### src/rtl/tea_block_cipher_assert.svh
// Assertion macros used by the cipher top level.
`ifndef TEA_BLOCK_CIPHER_ASSERT_SVH
`define TEA_BLOCK_CIPHER_ASSERT_SVH

// Consequent checked in the same cycle as the antecedent.
`define TEA_ASSERT_NOW(lbl, ante, cons) \
    lbl: assert property (@(posedge i_clk) disable iff (!i_rst_n) (ante) |-> (cons)) \
        else $error("tea_block_cipher: same-cycle check failed");

// Consequent checked in the cycle after the antecedent.
`define TEA_ASSERT_NEXT(lbl, ante, cons) \
    lbl: assert property (@(posedge i_clk) disable iff (!i_rst_n) (ante) |=> (cons)) \
        else $error("tea_block_cipher: next-cycle check failed");

`endif

### src/rtl/tea_pkg.sv
// Types, constants and helpers shared by the TEA cipher pipeline.
`timescale 1ns / 1ps

package tea_pkg;

    localparam logic [31:0] TEA_DELTA = 32'h9E37_79B9;

    localparam logic KIND_ENCRYPT = 1'b0;
    localparam logic KIND_DECRYPT = 1'b1;

    typedef logic [1:0] t_cfg_idx;
    localparam t_cfg_idx KEY_IDX0 = 2'd0;
    localparam t_cfg_idx KEY_IDX1 = 2'd1;
    localparam t_cfg_idx KEY_IDX2 = 2'd2;
    localparam t_cfg_idx KEY_IDX3 = 2'd3;

    typedef struct packed {
        logic [31:0] k0;
        logic [31:0] k1;
        logic [31:0] k2;
        logic [31:0] k3;
    } t_key;

    typedef struct packed {
        logic        kind;
        logic [31:0] left;
        logic [31:0] right;
    } t_block;

    // Running sum after n delta additions, wrapped to 32 bits.
    function automatic logic [31:0] tea_sum(input int unsigned n);
        logic [63:0] prod;
        prod = 64'(TEA_DELTA) * 64'(n);
        return prod[31:0];
    endfunction

endpackage

### src/rtl/tea_key_regs.sv
// Key register file written through the configuration port.
`timescale 1ns / 1ps

module tea_key_regs (
    input  logic              i_clk,
    input  logic              i_rst_n,
    input  logic              i_cfg_we,
    input  tea_pkg::t_cfg_idx i_cfg_index,
    input  logic [31:0]       i_cfg_data,
    output tea_pkg::t_key     o_key
);
    import tea_pkg::*;

    t_key r_key;
    t_key n_key;

    always_comb begin
        n_key = r_key;
        if (i_cfg_we) begin
            unique case (i_cfg_index)
                KEY_IDX0: n_key.k0 = i_cfg_data;
                KEY_IDX1: n_key.k1 = i_cfg_data;
                KEY_IDX2: n_key.k2 = i_cfg_data;
                KEY_IDX3: n_key.k3 = i_cfg_data;
                default:  n_key = r_key;
            endcase
        end
    end

    always_ff @(posedge i_clk) begin
        if (!i_rst_n) begin
            r_key <= '0;
        end else begin
            r_key <= n_key;
        end
    end

    assign o_key = r_key;

endmodule

### config.mk
export PLATFORM = sky130hd
export DESIGN_NAME = tea_key_regs
export DESIGN_NICKNAME = d
export VERILOG_FILES = /design/src/rtl/tea_block_cipher_assert.svh /design/src/rtl/tea_pkg.sv /design/src/rtl/tea_key_regs.sv
export SDC_FILE = /design/constraint.sdc
export NUM_CORES = 1
export LEC_CHECK = 0
export BUFFER_PORTS_ARGS = -buffer_cell sky130_fd_sc_hd__buf_2
export CAP_MARGIN = 20
export CORE_ASPECT_RATIO = 1.2
export CORE_MARGIN = 1.5
export CORE_UTILIZATION = 50
export DETAILED_ROUTE_END_ITERATION = 7
export PLACE_DENSITY = 0.8
export SLEW_MARGIN = 20
export SYNTH_ARGS = -nofsm -noshare
export SYNTH_HDL_FRONTEND = slang
export SYNTH_SLANG_ARGS = --single-unit
### constraint.sdc
create_clock -name i_clk -period 1.23 [get_ports i_clk]
set_input_delay 0.246 -clock i_clk [delete_from_list [all_inputs] [get_ports i_clk]]
set_output_delay 0.246 -clock i_clk [all_outputs]
set_load 0.03 [all_outputs]
# ---- Word-level counts from Yosys, hierarchy flattened
# Index checks and enable logic that the tools add are counted.
dict set report op_classes {
  eq_ne 3
  n_reduce_logical 5
}
# operator count
set op_table {}
lappend op_table {{AND reduction 2 bit} 4}
lappend op_table {{== test 2 bit, second input constant} 2}
lappend op_table {{== test 2 x 1 -> 1 bit, second input constant} 1}
lappend op_table {{logical NOT 2 bit} 1}
dict set report totals {
  register_bits 128
  in_bits 37
  out_inout_bits 128
  wordCells 12
}

# ---- Longest topological paths before layout
dict set report depth {
  ltp_word 2
  ltp_mapped 5
  ltp_nobuf 2
}

# ---- Worst setup path before layout
# No wires, ideal clock.
dict set report synth_path {
  path_kind {input port to flip-flop}
  startpoint {in i_cfg_index[1]}
  endpoint {reg r_key (netlist bit o_key[100])}
  setup_time_ns 0.072
  arrival_ns 0.872
  t_required_ns 1.158
  setup_slack_ns 0.287
  stages 4
  path_buffers 2
  cell_sequence {nor3b_2 buf_6 buf_12 mux2i_1}
}
dict set report synth_via {
  elab_chain_cells 2
}
# item line_no
set synth_lines {}
lappend synth_lines {{start, declared} tea_key_regs.sv:8} ;# input tea_pkg::t_cfg_idx i_cfg_index,
lappend synth_lines {{logical NOT 2 bit} tea_key_regs.sv:20} ;# unique case (i_cfg_index)
lappend synth_lines {{AND reduction 2 bit (no source line)} -}
lappend synth_lines {{end signal, assigned} tea_key_regs.sv:34} ;# r_key <= n_key;
lappend synth_lines {{end, declared} tea_key_regs.sv:14} ;# t_key r_key;
# Every way passes these cells.
# A chain may end at the register's enable or synchronous reset.

# ---- Final worst setup path
dict set report layout_path {
  startpoint {reg r_key (netlist bit o_key[17])}
  endpoint {out o_key[17] (netlist name)}
}
# item line_no
set layout_lines {}
lappend layout_lines {{end, declared} tea_key_regs.sv:10} ;# output tea_pkg::t_key o_key
# No word-level cell between the ends.

==> impl_metrics.csv <==
group,metric,value,unit
drt,drt.antenna.violating_nets,0,
sta,finalWorstSetupSlack,-0.0406,ns
placement,placed_cells,722,
synthesis,synth_compound_area_share,0,%
synthesis,synthMuxAreaShare,26.7,%
setup_path,cp.required,0.98,ns
setup_path,cp-start-kind,"flip-flop",
setup_path,worst-path-stages,1,
synthesis,synth_top_family_by_area,"multiplexers",
pwr,ir_drop,0.00105,V
grt,grt.busiest_layer,"met2",
drt,vias_per_cell,5.17,
setup_path,cpPeakStageDelay,0.36,ns
final_layout,drive_gt1_share,57.8,%
setup_path,cp_num_buf_inv,1,
drt,routed_wl,15500,um
synthesis,synth-seq-cells,128,
die,core,0.00918,mm2
die,die_area,0.0102,mm2
sta,finalCriticalPeriod,1.27,ns
synthesis,yosys-top-cells-area,"dfxtp_1 53%, mux2i_1 27%, nand2_1 13%",
drt,drt_iter0_markers,177,
final_layout,fin_cells,810,
synthesis,yosys_warnings,0,
die,num_rows,38,
clock_network,cts_buffers,17,
final_layout,largest_register_ffs,128,
pwr,total_power,0.0106,W
sta,setup_violations,51,
drt,route.detailed.drc,0,
synthesis,syn_area_per_cell,10.6,um2
synthesis,synthXorXnorAreaFrac,0,%
min_path,min_path_cells,3,
grt,grt_max_degree,49,
status,violations,"setup timing",
die,die-width,92.4,um
sta,worstMarginPinSlew,0.296,ns
run,max-cap-violations,0,
grt,grt_usage,29.6,%
min_path,hold_path_end,"o_key[86]",
setup_path,cp_cell_sequence,"buf_6",
setup_path,worstSetupPathType,"reg2out",
grt,overflow,0,
grt,use_met3,9.05,%
synthesis,syn_area,0.00479,mm2
final_layout,diodes,0,
die,ios,165,
clock_network,cts_max_level,4,
sta,finalMaxSlewViolations,0,
clock_network,clock_latency,0.51,ns
placement,hpwl,8040,um
die,die_h,110,um
synthesis,synth_seq_area_share,53.5,%
grt,globalRouteMet2Util,55.9,%
sta,clock_skew,0,ns
drt,vias,4188,
clock_network,cts-root-buf,"clkbuf_8",
setup_path,critPathCaptureType,"output pin",
clock_network,clk_pin_slew,0.06,ns
clock_network,cts_tree,"built",
die,initial_core_util,52.2,%
synthesis,synth_fa_ha_area_share,0,%
grt,met1_usage,28.5,%
synthesis,yosys.area.top_type,"dfxtp_1",
synthesis,yosys.area_share.simple,13.3,%
sta,fin_crit_sh,103,%
sta,finalHoldViolations,0,
pwr,power_leakage,3.91,nW
clock_network,cts_buffer_depth,2,
setup_path,r2r_setup_slack,0.38,ns
clock_network,ctsHoldBuffers,0,
setup_path,arrival,1.02,ns
synthesis,syn_inst,453,
sta,clock.fmax,787,MHz
synthesis,synth_top_area_share,53.5,%
sta,rsz0062_at_grt,"true",
setup_path,worstReg2RegEnd,"o_key[126]",
sta,fin_setup_tns,-0.479,ns
clock_network,cts.sinks,128,
synthesis,syn_nets,490,
placement,routabilityCongestion,0.776,
sta,slew_headroom,80.3,%
setup_path,cp_top_family,"flip-flops",
setup_path,slowest_stage,"dfxtp_2",
grt,antenna_found_initial,0,
status,run_status,"complete, but fails checks",
final_layout,nNetsFinal,718,
placement,io_buffers,164,
final_layout,syn2layout_area_growth,60.5,%
synthesis,synthDistinctLibCells,12,
min_path,hp-class,"in2reg",
setup_path,path_max_fanout,2,
grt,grt_pass1_vias,4410,
drt,wire_per_inst,19.1,um
setup_path,r2r_cells,4,
pwr,p_per_area,1380,mW/mm2
min_path,min_from,"i_cfg_data[22]",
sta,whs,0.0633,ns
setup_path,r2r-start,"o_key[126]",
placement,pre_cts_ws,0.0109,ns
grt,grt_pass1_wl,22500,um
drt,first_pass_iters,4,
==> cells in the final DEF, fill, tap and decap left out <==
master	netlist	layout
nand3_2	1	1
clkbuf_8	0	3
nand3b_1	2	2
nand2_1	160	160
buf_6	6	128
clkbuf_16	0	16
nor3b_4	0	1
buf_12	3	10
bufinv_16	0	3
buf_4	2	69
buf_2	14	35
clkinv_2	0	5
clkbuf_1	2	1
mux2i_1	128	128
dfxtp_2	0	128
==> metal layers <==
layer  wire (um)  up-vias
li1            -     1943
met1        5350     2000
met2        8530      193
met3         920       52
met4         659        0
met5           0        -
==> worst register-to-register path: cells and delay by family, from the launching register on <==
kind,cells,cell delay (ns)
AND/OR/NAND/NOR,1,0.07
buffers and inverters,2,0.24
multiplexers,1,0.08
flip-flops,1,0.33
==> worst max-delay path by stage <==
stage | slack, ns | start | to
after floorplan | 0.29 | i_cfg_index[1] | o_key[100]
after global placement | 0.07 | i_cfg_index[1] | o_key[104]
after detailed placement | 0.01 | i_cfg_index[1] | o_key[110]
after CTS | -0.04 | o_key[110] | o_key[110]
after global routing | -0.07 | o_key[110] | o_key[110]
final | -0.04 | o_key[17] | o_key[17]
==> per-stage QoR <==
step,utilization (%),instance area (um2)
final,83.8,7690
after global routing,83.8,7690
after CTS,81.1,7440
after detailed placement,62.4,5720
after global placement,62.4,5720
after floorplan,-,4790
==> logic make-up (layout without fill, tap and decap cells) <==
family                 count (synthesis)  after routing
AND/OR/NAND/NOR                      164            164
multiplexers                         128            128
flip-flops                           128            128
buffers and inverters                 33            270
==> synth_stat cells <==
cell type,count
nand2_1,160
nand3_2,1
clkbuf_1,2
buf_12,3
nand3b_1,2
buf_4,2
dfxtp_1,128
buf_6,6
buf_2,14
buf_8,6
nor3b_2,1
mux2i_1,128
==> report_power, final <==
group | leakage [nW] | switching [W] | total [W] | internal [W]
Clock | 0.282 | 0.00172 | 0.00485 | 0.00313
Combinational | 2.53 | 0.000730 | 0.00132 | 0.000592
Sequential | 1.10 | 0.000119 | 0.00445 | 0.00433
Total | 3.91 | 0.00257 | 0.0106 | 0.00805
==> area by class of cell <==
type                       instances  area [um2]
clock buffer                      20         445
clock inverter                     8         115
fill                             464        1480
multi-input combinational        292        1930
sequential                       128        2720
tap                              120         150
timing repair buffer             242        2330
==> timing repair <==
action	CTS	global route
endpoints found under the setup margin	128	128
resized for setup	384	0
buffers inserted	26	34
(Power assumes the default switching activity.)
