[src/rtl/tea_block_cipher_assert.svh]
// Assertion macros used by the cipher top level.
`ifndef TEA_BLOCK_CIPHER_ASSERT_SVH
`define TEA_BLOCK_CIPHER_ASSERT_SVH

// Consequent checked in the same cycle as the antecedent.
`define TEA_ASSERT_NOW(lbl, ante, cons) \
    lbl: assert property (@(posedge i_clk) disable iff (!i_rst_n) (ante) |-> (cons)) \
        else $error("tea_block_cipher: same-cycle check failed");

// Consequent checked in the cycle after the antecedent.
`define TEA_ASSERT_NEXT(lbl, ante, cons) \
    lbl: assert property (@(posedge i_clk) disable iff (!i_rst_n) (ante) |=> (cons)) \
        else $error("tea_block_cipher: next-cycle check failed");

`endif

[src/rtl/tea_pkg.sv]
// Types, constants and helpers shared by the TEA cipher pipeline.
`timescale 1ns / 1ps

package tea_pkg;

    localparam logic [31:0] TEA_DELTA = 32'h9E37_79B9;

    localparam logic KIND_ENCRYPT = 1'b0;
    localparam logic KIND_DECRYPT = 1'b1;

    typedef logic [1:0] t_cfg_idx;
    localparam t_cfg_idx KEY_IDX0 = 2'd0;
    localparam t_cfg_idx KEY_IDX1 = 2'd1;
    localparam t_cfg_idx KEY_IDX2 = 2'd2;
    localparam t_cfg_idx KEY_IDX3 = 2'd3;

    typedef struct packed {
        logic [31:0] k0;
        logic [31:0] k1;
        logic [31:0] k2;
        logic [31:0] k3;
    } t_key;

    typedef struct packed {
        logic        kind;
        logic [31:0] left;
        logic [31:0] right;
    } t_block;

    // Running sum after n delta additions, wrapped to 32 bits.
    function automatic logic [31:0] tea_sum(input int unsigned n);
        logic [63:0] prod;
        prod = 64'(TEA_DELTA) * 64'(n);
        return prod[31:0];
    endfunction

endpackage

[src/rtl/tea_half_round.sv]
// One pipeline stage: half of a TEA round (one mix and one add or subtract).
`timescale 1ns / 1ps

module tea_half_round #(
    parameter int ROUNDS    = 32,
    parameter int ROUND_IDX = 0,
    parameter bit SECOND    = 1'b0
) (
    input  logic            i_clk,
    input  logic            i_rst_n,
    input  logic            i_en,
    input  logic            i_valid,
    input  tea_pkg::t_block i_data,
    input  tea_pkg::t_key   i_key,
    output logic            o_valid,
    output tea_pkg::t_block o_data
);
    import tea_pkg::*;

    // Encrypt counts the sum up from delta, decrypt counts down from delta * ROUNDS.
    localparam logic [31:0] SUM_ENC = tea_sum(ROUND_IDX + 1);
    localparam logic [31:0] SUM_DEC = tea_sum(ROUNDS - ROUND_IDX);

    logic        w_enc;
    logic        w_upd_left;
    logic [31:0] w_src;
    logic [31:0] w_old;
    logic [31:0] w_ka;
    logic [31:0] w_kb;
    logic [31:0] w_sum;
    logic [31:0] w_mix;
    logic [31:0] w_new;
    t_block      n_data;
    t_block      r_data;
    logic        r_valid;

    always_comb begin
        w_enc      = (i_data.kind == KIND_ENCRYPT);
        // Encrypt updates left then right; decrypt updates right then left.
        w_upd_left = w_enc ^ SECOND;
        w_src      = w_upd_left ? i_data.right : i_data.left;
        w_old      = w_upd_left ? i_data.left  : i_data.right;
        w_ka       = w_upd_left ? i_key.k0 : i_key.k2;
        w_kb       = w_upd_left ? i_key.k1 : i_key.k3;
        w_sum      = w_enc ? SUM_ENC : SUM_DEC;
        w_mix      = ((w_src << 4) + w_ka) ^ (w_src + w_sum) ^ ((w_src >> 5) + w_kb);
        w_new      = w_enc ? (w_old + w_mix) : (w_old - w_mix);
        n_data     = i_data;
        if (w_upd_left) begin
            n_data.left = w_new;
        end else begin
            n_data.right = w_new;
        end
    end

    always_ff @(posedge i_clk) begin
        if (!i_rst_n) begin
            r_valid <= 1'b0;
        end else if (i_en) begin
            r_valid <= i_valid;
        end
    end

    always_ff @(posedge i_clk) begin
        if (i_en) begin
            r_data <= n_data;
        end
    end

    assign o_valid = r_valid;
    assign o_data  = r_data;

endmodule

[config.mk]
export PLATFORM = sky130hd
export DESIGN_NAME = tea_half_round
export DESIGN_NICKNAME = d
export VERILOG_FILES = /design/src/rtl/tea_block_cipher_assert.svh /design/src/rtl/tea_pkg.sv /design/src/rtl/tea_half_round.sv
export SDC_FILE = /design/constraint.sdc
export NUM_CORES = 1
export LEC_CHECK = 0
export ABC_AREA = 1
export BUFFER_PORTS_ARGS = -buffer_cell sky130_fd_sc_hd__buf_2
export CAP_MARGIN = 30
export CELL_PAD_IN_SITES_DETAIL_PLACEMENT = 2
export CELL_PAD_IN_SITES_GLOBAL_PLACEMENT = 2
export CORE_ASPECT_RATIO = 0.9
export CORE_MARGIN = 5
export CORE_UTILIZATION = 26
export DETAILED_ROUTE_END_ITERATION = 8
export PLACE_DENSITY = 0.79
export SLEW_MARGIN = 20
export SYNTH_ARGS = -nofsm -noshare
export SYNTH_HDL_FRONTEND = slang
export SYNTH_SLANG_ARGS = --single-unit
export TNS_END_PERCENT = 10
[constraint.sdc]
create_clock -name i_clk -period 13.6 [get_ports i_clk]
set_input_delay 2.04 -clock i_clk [delete_from_list [all_inputs] [get_ports i_clk]]
set_output_delay 2.04 -clock i_clk [all_outputs]
set_load 0.05 [all_outputs]
**After elaboration in Yosys (flattened, before gate mapping)**

Cells that the tools add are included.

- Input port bits: 197
- Bits in latches: 0
- Logic and storage cells: 19
- Bits in registers: 66
- Memories: 0
- Memory bits (read-only): 0
- Memory bits (writable): 0
- Output and inout bits: 66

- Multiply operators: 0
- Equality and inequality tests: 0
- Magnitude comparators: 0
- Div/mod/pow operators: 0
- Shift operators: 0
- Reduce and logical (&&, ||, !) cells: 0
- Muxes and demuxes: 8
- Bitwise gates (word level): 2
- Add/subtract/negate cells: 5

Operators with widths:

| cell | number |
|---|---|
| 2-to-1 mux 32 bit | 7 |
| adder 32 bit | 3 |
| XOR 32 bit | 2 |
| adder 27 x 32 -> 32 bit | 1 |
| subtractor 32 bit | 1 |
| 2-to-1 mux 31 bit | 1 |

**Longest topological paths before layout**

Gate-level depths: netlist of run 1.

- Depth in word-level cells: 7
- Gate-level depth with buffers: 44
- Gate-level depth less buffers: 38

**Worst setup path after synthesis of run 1**

Ideal clock, no wire load.

- Path kind: input to register
- From: in i_data[64] (netlist name)
- To: reg r_data (netlist bit o_data[58]), data pin
- Stages on the path: 32
- Buffers on the path: 6
- Setup slack: 6.095 ns
- Data arrival time: 7.250 ns
- Library setup time: 0.255 ns
- Required time: 13.345 ns
- Cell sequence: buf_6 > buf_6 > buf_4 > clkbuf_1 > clkbuf_1 > clkbuf_1 > nand2_1 > nand2_1 > ha_1 > fa_1 > xor2_1 > nand2_1 > nand2_1 > inv_1 > ha_1 > nand2_1 > o21ai_0 > fa_1 > o21ai_0 > nand3_1 > nand2_1 > nand2_1 > nand2_1 > a21boi_0 > o21ai_0 > a21boi_0 > o21ai_0 > a21oi_1 > o21ai_0 > nand2_1 > nand3_1 > nand2_1

RTL lines:

| what | line | RTL |
|---|---|---|
| start: declaration | tea_half_round.sv:13 | `input tea_pkg::t_block i_data,` |
| end signal: assignment | tea_half_round.sv:66 | `r_data <= n_data;` |
| end: declaration | tea_half_round.sv:34 | `t_block r_data;` |

==> results of run 1 <==
==> synthesized netlist by cell type, types with 3 or more instances <==
library cell and n:
sky130_fd_sc_hd__and2_1 8, sky130_fd_sc_hd__a31oi_1 11, sky130_fd_sc_hd__nor2_2 12, sky130_fd_sc_hd__nor3_2 3
sky130_fd_sc_hd__clkbuf_1 28, sky130_fd_sc_hd__nor2_1 157, sky130_fd_sc_hd__o21a_1 4, sky130_fd_sc_hd__fa_1 3
sky130_fd_sc_hd__a21o_1 10, sky130_fd_sc_hd__nand4_1 35, sky130_fd_sc_hd__o21bai_1 10, sky130_fd_sc_hd__ha_1 95
sky130_fd_sc_hd__o211ai_1 3, sky130_fd_sc_hd__nand3b_1 14, sky130_fd_sc_hd__o21ai_2 8, sky130_fd_sc_hd__nor3_1 13
sky130_fd_sc_hd__a21oi_1 113, sky130_fd_sc_hd__inv_2 15, sky130_fd_sc_hd__nand2_4 12, sky130_fd_sc_hd__nand2_1 960
sky130_fd_sc_hd__a21boi_0 5, sky130_fd_sc_hd__o21ai_0 113, sky130_fd_sc_hd__buf_6 6, sky130_fd_sc_hd__xnor2_1 42
sky130_fd_sc_hd__xor2_1 59, sky130_fd_sc_hd__nand2_2 34, sky130_fd_sc_hd__o21ai_1 10, sky130_fd_sc_hd__buf_2 3
sky130_fd_sc_hd__inv_1 273, sky130_fd_sc_hd__nand3_1 165, sky130_fd_sc_hd__or2_2 9, sky130_fd_sc_hd__edfxtp_1 65
sky130_fd_sc_hd__nand3_2 5, sky130_fd_sc_hd__nor2_4 4
==> layout make-up <==
class	count	area [sq um]	share of cell area, %
Clock inverter	6	57.6	0.371
Antenna cell	1	2.50	0.0161
Timing Repair Buffer	267	1370	8.80
Sequential cell	66	1970	12.7
Clock buffer	10	229	1.48
Tap cell	680	851	5.48
Multi-Input combinational cell	1935	9950	64.1
Inverter	290	1090	7.05
==> placed cells by master (no fill, tap or decap), drive strengths merged, types with 3 or more instances in the layout <==
master	count
a21boi	5
nand4	35
nand2	1006
o211ai	3
edfxtp	65
nor2	173
a21oi	117
a31oi	11
ha	95
nand3	170
xnor2	42
o21bai	10
o21ai	132
clkbuf	10
a21o	10
and2	8
nand3b	14
clkinv	7
or2	9
xor2	60
nor3	16
buf	267
o21a	4
fa	3
inv	288
==> worst register-to-register path, stage by stage, from the launching register on <==
cell                      delay (ns)
sky130_fd_sc_hd__dfxtp_1        0.31
sky130_fd_sc_hd__o21ai_0        0.18
sky130_fd_sc_hd__a21oi_1        0.06
==> cells by family after synthesis <==
kind of cell	synth area share [%]
simple gates	46.1
xor+xnor	6.98
mux	0.0757
fa+ha+maj	9.44
compound gates	12.6
buf+inv	9.93
flops	14.9
==> flip-flops by register name, indices dropped and copies added (netlist names) <==
signal / count
o_valid: 1
o_data: 65
==> per-layer routing <==
layer	GRT usage, %	wire length (um)	vias up
li1	-	-	7957
met1	31.9	32000	7888
met3	1.53	1930	42
met2	39.3	30500	252
met5	0	0	-
met4	3.95	963	0
==> how the worst min path moves through the flow <==
stage | end | slack, ns | depth (start not counted)
after global placement | o_valid$_SDFFE_PN0P_ | 0.52 | 2
after CTS | o_valid$_SDFFE_PN0P_ | 0.58 | 2
final | o_valid$_SDFFE_PN0P_ | 0.57 | 2
after floorplan | o_valid$_SDFFE_PN0P_ | 0.75 | 2
after detailed placement | o_valid$_SDFFE_PN0P_ | 0.56 | 2
after global routing | o_valid$_SDFFE_PN0P_ | 0.60 | 2
==> where the power goes <==
part           switching [mW]  total (mW)  internal [mW]  leakage [nW]
clock network          0.0895       0.230          0.141         0.144
logic                    1.18        1.66          0.480          7.87
registers              0.0168       0.332          0.315         0.642
==> through the flow <==
stage	area (sq um)	util, %	hold slack (ns)	setup slack (ns)
2_1_floorplan	13200	-	0.753	6.10
3_3_place_gp	15200	30.2	0.521	4.50
3_5_place_dp	15200	30.2	0.558	4.28
4_1_cts	15500	30.8	0.579	4.56
5_1_grt	15500	30.8	0.595	4.09
6_report	15500	30.8	0.572	4.61
==> run metrics, run 1 <==
Async SR Flop Fraction=0%; number of buffers created by CTS=9; Final min period=8.99 ns; kind of launch point of the worst setup path=primary input; effective utilization at floorplan=26.3%; global router's overall resource usage=22.8%; register bit count reported by yosys=66; floorplan die area=0.0555 sq mm; most used flip-flop cell after synthesis=sky130_fd_sc_hd__edfxtp_1; core region area=0.0504 sq mm; portion of the post-synthesis area used by sequential elements=14.9%; Area growth syn-to-layout=17.3%; Remaining Overflow, GRT=0; final hold violation count=0; clock tree from TritonCTS=yes; portion of synthesized cell area occupied by the leading cell type=27.2%; maximum number of pins on one net before global-route repair=153; worst path arrival time=9.08 ns; most common cell type on the critical path=sky130_fd_sc_hd__nand2_1; number of instances in the synthesized netlist=2,333; number of cells traversed by the worst register-to-register path=2; Crit. path cell count=29; # port buffers=262; Power Dens Cells=143 mW/mm^2; number of routed nets with antenna violations=0; worst min-delay path category=register to register; post-synthesis cell area=0.0132 sq mm; Crit Reg-Reg Endpoint=o_valid$_SDFFE_PN0P_; Total Power=2.22 mW; critical path endpoint=o_data[26]$_DFFE_PP_; Final HPWL DP=58.1 mm; Worst path top cell family by delay=compound AO/OA/AOI/OAI gates; peak ir drop on the vdd network=0.0816 mV; top-level port count=263; global-route wire length before repair=99.8 mm; Worst path max stage delay=0.65 ns; crit-path max FO=73; first-pass iteration count of the detailed router=5; Final GP Congestion=0.905; Slowest-stage cell, CP=sky130_fd_sc_hd__o21ai_0; clock latency at the later pin of the worst-skew pair=0.34 ns; ranking of synthesized cells by area=sky130_fd_sc_hd__nand2_1 27%, sky130_fd_sc_hd__edfxtp_1 15%, sky130_fd_sc_hd__ha_1 9.0%, sky130_fd_sc_hd__inv_1 7.7%, sky130_fd_sc_hd__nand3_1 6.2%; number of max-slew violations in the final report=0; number of flops mapped to enable cells by yosys=65; source of the worst register-to-register timing path=o_valid$_SDFFE_PN0P_; share of layout cells above drive strength 1=15.1%; post-detailed-routing wire length=65.4 mm; required time of the worst setup path=13.69 ns; WP buf/inv=4; maximum clock insertion buffer count=2; Setup TNS=0 ns; H-tree levels=3; library cell used as clock root buffer=sky130_fd_sc_hd__clkbuf_16; via/cell ratio=4.96; Cell Count Post-Placement=3,238; RSZ-0062 raised after global routing=false; WL per Instance=20.1 um; slew of the pin with the lowest slew margin=0.911 ns; antenna violations before repair=1; number of distinct library cell variants in the gate-level netlist after synthesis=52; leakage power figure=8.65 nW; clock transition at the registers of the reported paths=0.05 ns; sink count of the clock tree=66; post-route clock skew=0 ns; vias in the first global route=17,636; total number of vias=16,139; number of buffers added to fix hold violations after cts=0; launch point of the worst path=i_data[64]; max-cap check violation count=0; Synth Net Count=2,628; count of cells resized by post-cts repair=0; non-filler instance count after layout=3,255; relative slew slack=39.3%; setup slack on the worst flop-to-flop path=12.91 ns; width of the die=248 um; Max Fclk=111 MHz; CP Class=primary input to register; first-iteration detailed-routing DRC count=628; number of standard-cell rows in the floorplan=78; NumNets Final=2,864; residual DRC count=0; run status=completed; setup-violating endpoint count in the final report=0; critical path endpoint category=register; worst hold start=o_valid$_SDFFE_PN0P_; vertical extent of the die=224 um; Synth area leader=sky130_fd_sc_hd__nand2_1; average size of a mapped cell=5.67 sq um; post-CTS setup-driven buffer insertion count=0; part of the cycle the worst path needs=66.1%; total of fill cells in the finished design=6,484; number of warnings printed during yosys synthesis=0
Note: power is estimated with default switching activity, not from simulation.
==> run 2, diff against run 1 <==
--- a/config.mk
+++ b/config.mk
@@ -14,7 +14,7 @@
 export CORE_MARGIN = 5
 export CORE_UTILIZATION = 26
 export DETAILED_ROUTE_END_ITERATION = 8
-export PLACE_DENSITY = 0.79
+export PLACE_DENSITY = 0.82
 export SLEW_MARGIN = 20
 export SYNTH_ARGS = -nofsm -noshare
 export SYNTH_HDL_FRONTEND = slang
==> constraint.sdc (replaced) <==
create_clock -name i_clk -period 7.5 [get_ports i_clk]
set_input_delay 1.125 -clock i_clk [delete_from_list [all_inputs] [get_ports i_clk]]
set_output_delay 1.125 -clock i_clk [all_outputs]
set_load 0.05 [all_outputs]
==> run metrics, run 2 (same netlist as run 1, synthesis figures left out) <==
final core utilization=31.4% (+0.58 points); number of cells traversed by the worst register-to-register path=2 (unchanged); floorplan die area=0.0555 sq mm (unchanged); relative slew slack=39.0% (-0.28 points); Max Fclk=140 MHz; vias in the first global route=17,847 (+1.2%); clock latency at the later pin of the worst-skew pair=0.35 ns (about the same); total of fill cells in the finished design=6,476 (-0.12%); H-tree levels=3 (unchanged); Internal Pwr Total=1.80 mW (+92%); number of standard-cell rows in the floorplan=78 (unchanged); net switching power figure=2.39 mW (+86%); most used cells in the layout excluding fill and tap cells=960 x sky130_fd_sc_hd__nand2_1, 273 x sky130_fd_sc_hd__inv_1, 261 x sky130_fd_sc_hd__buf_2; part of the cycle the worst path needs=95.1%; Area growth syn-to-layout=19.5%; number of routed nets with antenna violations=0 (unchanged); post-detailed-routing wire length=67.4 mm (+2.9%); top-level port count=263 (unchanged); setup-violating endpoint count in the final report=0 (unchanged); residual DRC count=0 (unchanged); most common cell type on the critical path=sky130_fd_sc_hd__nand2_1; worst min-delay path category=register to register; vertical extent of the die=224 um (unchanged); WL per Instance=20.6 um (+2.3%); length of routed met2 wiring=31.5 mm (+3.1%); first-pass iteration count of the detailed router=5 (unchanged); RSZ-0062 raised after global routing=false; global-route wire length before repair=102 mm (+1.8%); worst hold start=o_valid$_SDFFE_PN0P_; peak ir drop on the vdd network=0.147 mV (+80%); final hold violation count=0 (unchanged); share of layout cells above drive strength 1=16.0% (+0.87 points); Setup TNS=0 ns (unchanged); Final GP Congestion=0.946 (+4.6%); Final min period=7.14 ns; Total Power=4.19 mW (+89%); slew of the pin with the lowest slew margin=0.905 ns (-0.00532 ns); post-CTS setup-driven buffer insertion count=0 (unchanged); run status=completed; via/cell ratio=4.99 (+0.72%); worst path arrival time=7.25 ns (-1.83 ns); leakage power figure=8.80 nW (+1.7%); first-iteration detailed-routing DRC count=730 (+16%); antenna violations before repair=1 (unchanged); Final HPWL DP=59.5 mm (+2.3%); most common cell after layout, fill and taps aside=sky130_fd_sc_hd__nand2_1; NumNets Final=2,886 (+0.77%); Crit Reg-Reg Endpoint=o_valid$_SDFFE_PN0P_; switching share of power=57.0% (-0.80 points); width of the die=248 um (unchanged); critical path endpoint category=register; detailed-routed wire length on met3=2.61 mm (+35%); Hold Path Cell Cnt=2 (unchanged); Power Dens Cells=265 mW/mm^2 (+85%); sequential cell area=0.00197 sq mm (unchanged); flip-flop count of the largest register after layout=65 (unchanged); crit-path max FO=32 (-56%); source of the worst register-to-register timing path=o_valid$_SDFFE_PN0P_; total number of vias=16,365 (+1.4%); Slowest-stage cell, CP=sky130_fd_sc_hd__ha_1; part of the total power dissipated in combinational logic=73.4% (-1.3 points); setup slack on the worst flop-to-flop path=6.83 ns (-6.08 ns); effective utilization at floorplan=26.3% (unchanged); core region area=0.0504 sq mm (unchanged); number of buffers created by CTS=9 (unchanged); maximum clock insertion buffer count=2 (unchanged); sequential fraction of design power=14.4% (-0.6 points); Worst path max stage delay=0.45 ns (-0.20 ns); post-route clock skew=0 ns (unchanged); Hold Crit Endpoint=o_valid$_SDFFE_PN0P_; Hold Worst Slack=0.558 ns (-0.0136 ns); global router's overall resource usage=23.4% (+0.57 points); number of max-slew violations in the final report=0 (unchanged); combined area of the multi-input logic cells=0.00996 sq mm (+0.10%); clock tree from TritonCTS=yes; detailed-routing wirelength on met1=31.9 mm (-0.32%); clock transition at the registers of the reported paths=0.07 ns (+0.02 ns); number of buffers added to fix hold violations after cts=0 (unchanged); kind of launch point of the worst setup path=primary input; library cell used as clock root buffer=sky130_fd_sc_hd__clkbuf_16; required time of the worst setup path=7.62 ns (-6.07 ns); sink count of the clock tree=66 (unchanged); Remaining Overflow, GRT=0 (unchanged); max-cap check violation count=0 (unchanged); CP Class=primary input to register; Top Metal Used=met4; # port buffers=262 (unchanged); maximum number of pins on one net before global-route repair=118 (-23%); Clock power frac=12.2% (+1.8 points)
-- run 2: cell types whose count changed in the layout (fill, tap and decap cells not counted), moves of 2 or more --
cell	change
sky130_fd_sc_hd__buf_4	+20
sky130_fd_sc_hd__nor3_1	-2
sky130_fd_sc_hd__nor3_2	+2
sky130_fd_sc_hd__bufinv_16	+2
sky130_fd_sc_hd__clkinv_2	-3
sky130_fd_sc_hd__inv_6	+2
-- run 2: timing repair --
action | in CTS | in global routing
endpoints found under the hold margin | 0 | 0
endpoints found under the setup margin | 0 | 4
resized for setup | 0 | 3
-- run 2: final cells by class --
type	count	share of cell area [%]
inverters	290	6.92
repair buffers	289	10.0
well taps	680	5.38
multi-input cells	1935	63.0
diodes	1	0.0158
flip-flops and latches	66	12.5
clock buffers	9	1.42
clock inverters	7	0.784
-- run 2: metal layers --
layer	GRT usage, %	vias up
li1	-	7982
met1	32.3	8001
met2	39.7	325
met3	2.34	57
met4	5.12	0
met5	0	-
-- run 2: how the worst max path moves through the flow --
stage	depth (start not counted)	to	startpoint	slack, ns
2_1_floorplan	32	o_data[58]$_DFFE_PP_	i_data[64]	0.91
3_3_place_gp	33	o_data[31]$_DFFE_PP_	i_data[64]	0.05
3_5_place_dp	32	o_data[63]$_DFFE_PP_	i_data[64]	-0.04
4_1_cts	32	o_data[63]$_DFFE_PP_	i_data[64]	0.32
5_1_grt	37	o_data[63]$_DFFE_PP_	i_data[64]	0.04
6_report	36	o_data[63]$_DFFE_PP_	i_data[64]	0.36
-- run 2: critical path, delay by kind of cell --
kind / cells / cell delay (ns)
AND/OR/NAND/NOR: 24 / 3.56
AO/OA/AOI/OAI: 4 / 0.89
buffers and inverters: 6 / 0.81
adder cells (fa/ha/maj): 2 / 0.79
-- run 2: power groups by stage --
stage | combinational (mW) | sequential [mW] | clock [mW]
after floorplan | 1.68 | 1.00 | 0
after global placement | 2.89 | 0.605 | 0
after detailed placement | 3.04 | 0.615 | 0
after CTS | 3.05 | 0.609 | 0.520
after global routing | 3.36 | 0.618 | 0.536
final | 3.07 | 0.605 | 0.511
-- run 2: per-stage QoR --
stage	cell area (sq um)	setup WS (ns)	instances
after floorplan	13200	0.910	2333
after global placement	15400	0.0511	3259
after detailed placement	15400	-0.0369	3259
after CTS	15800	0.324	3275
after global routing	15800	0.0432	3276
final	15800	0.365	3277
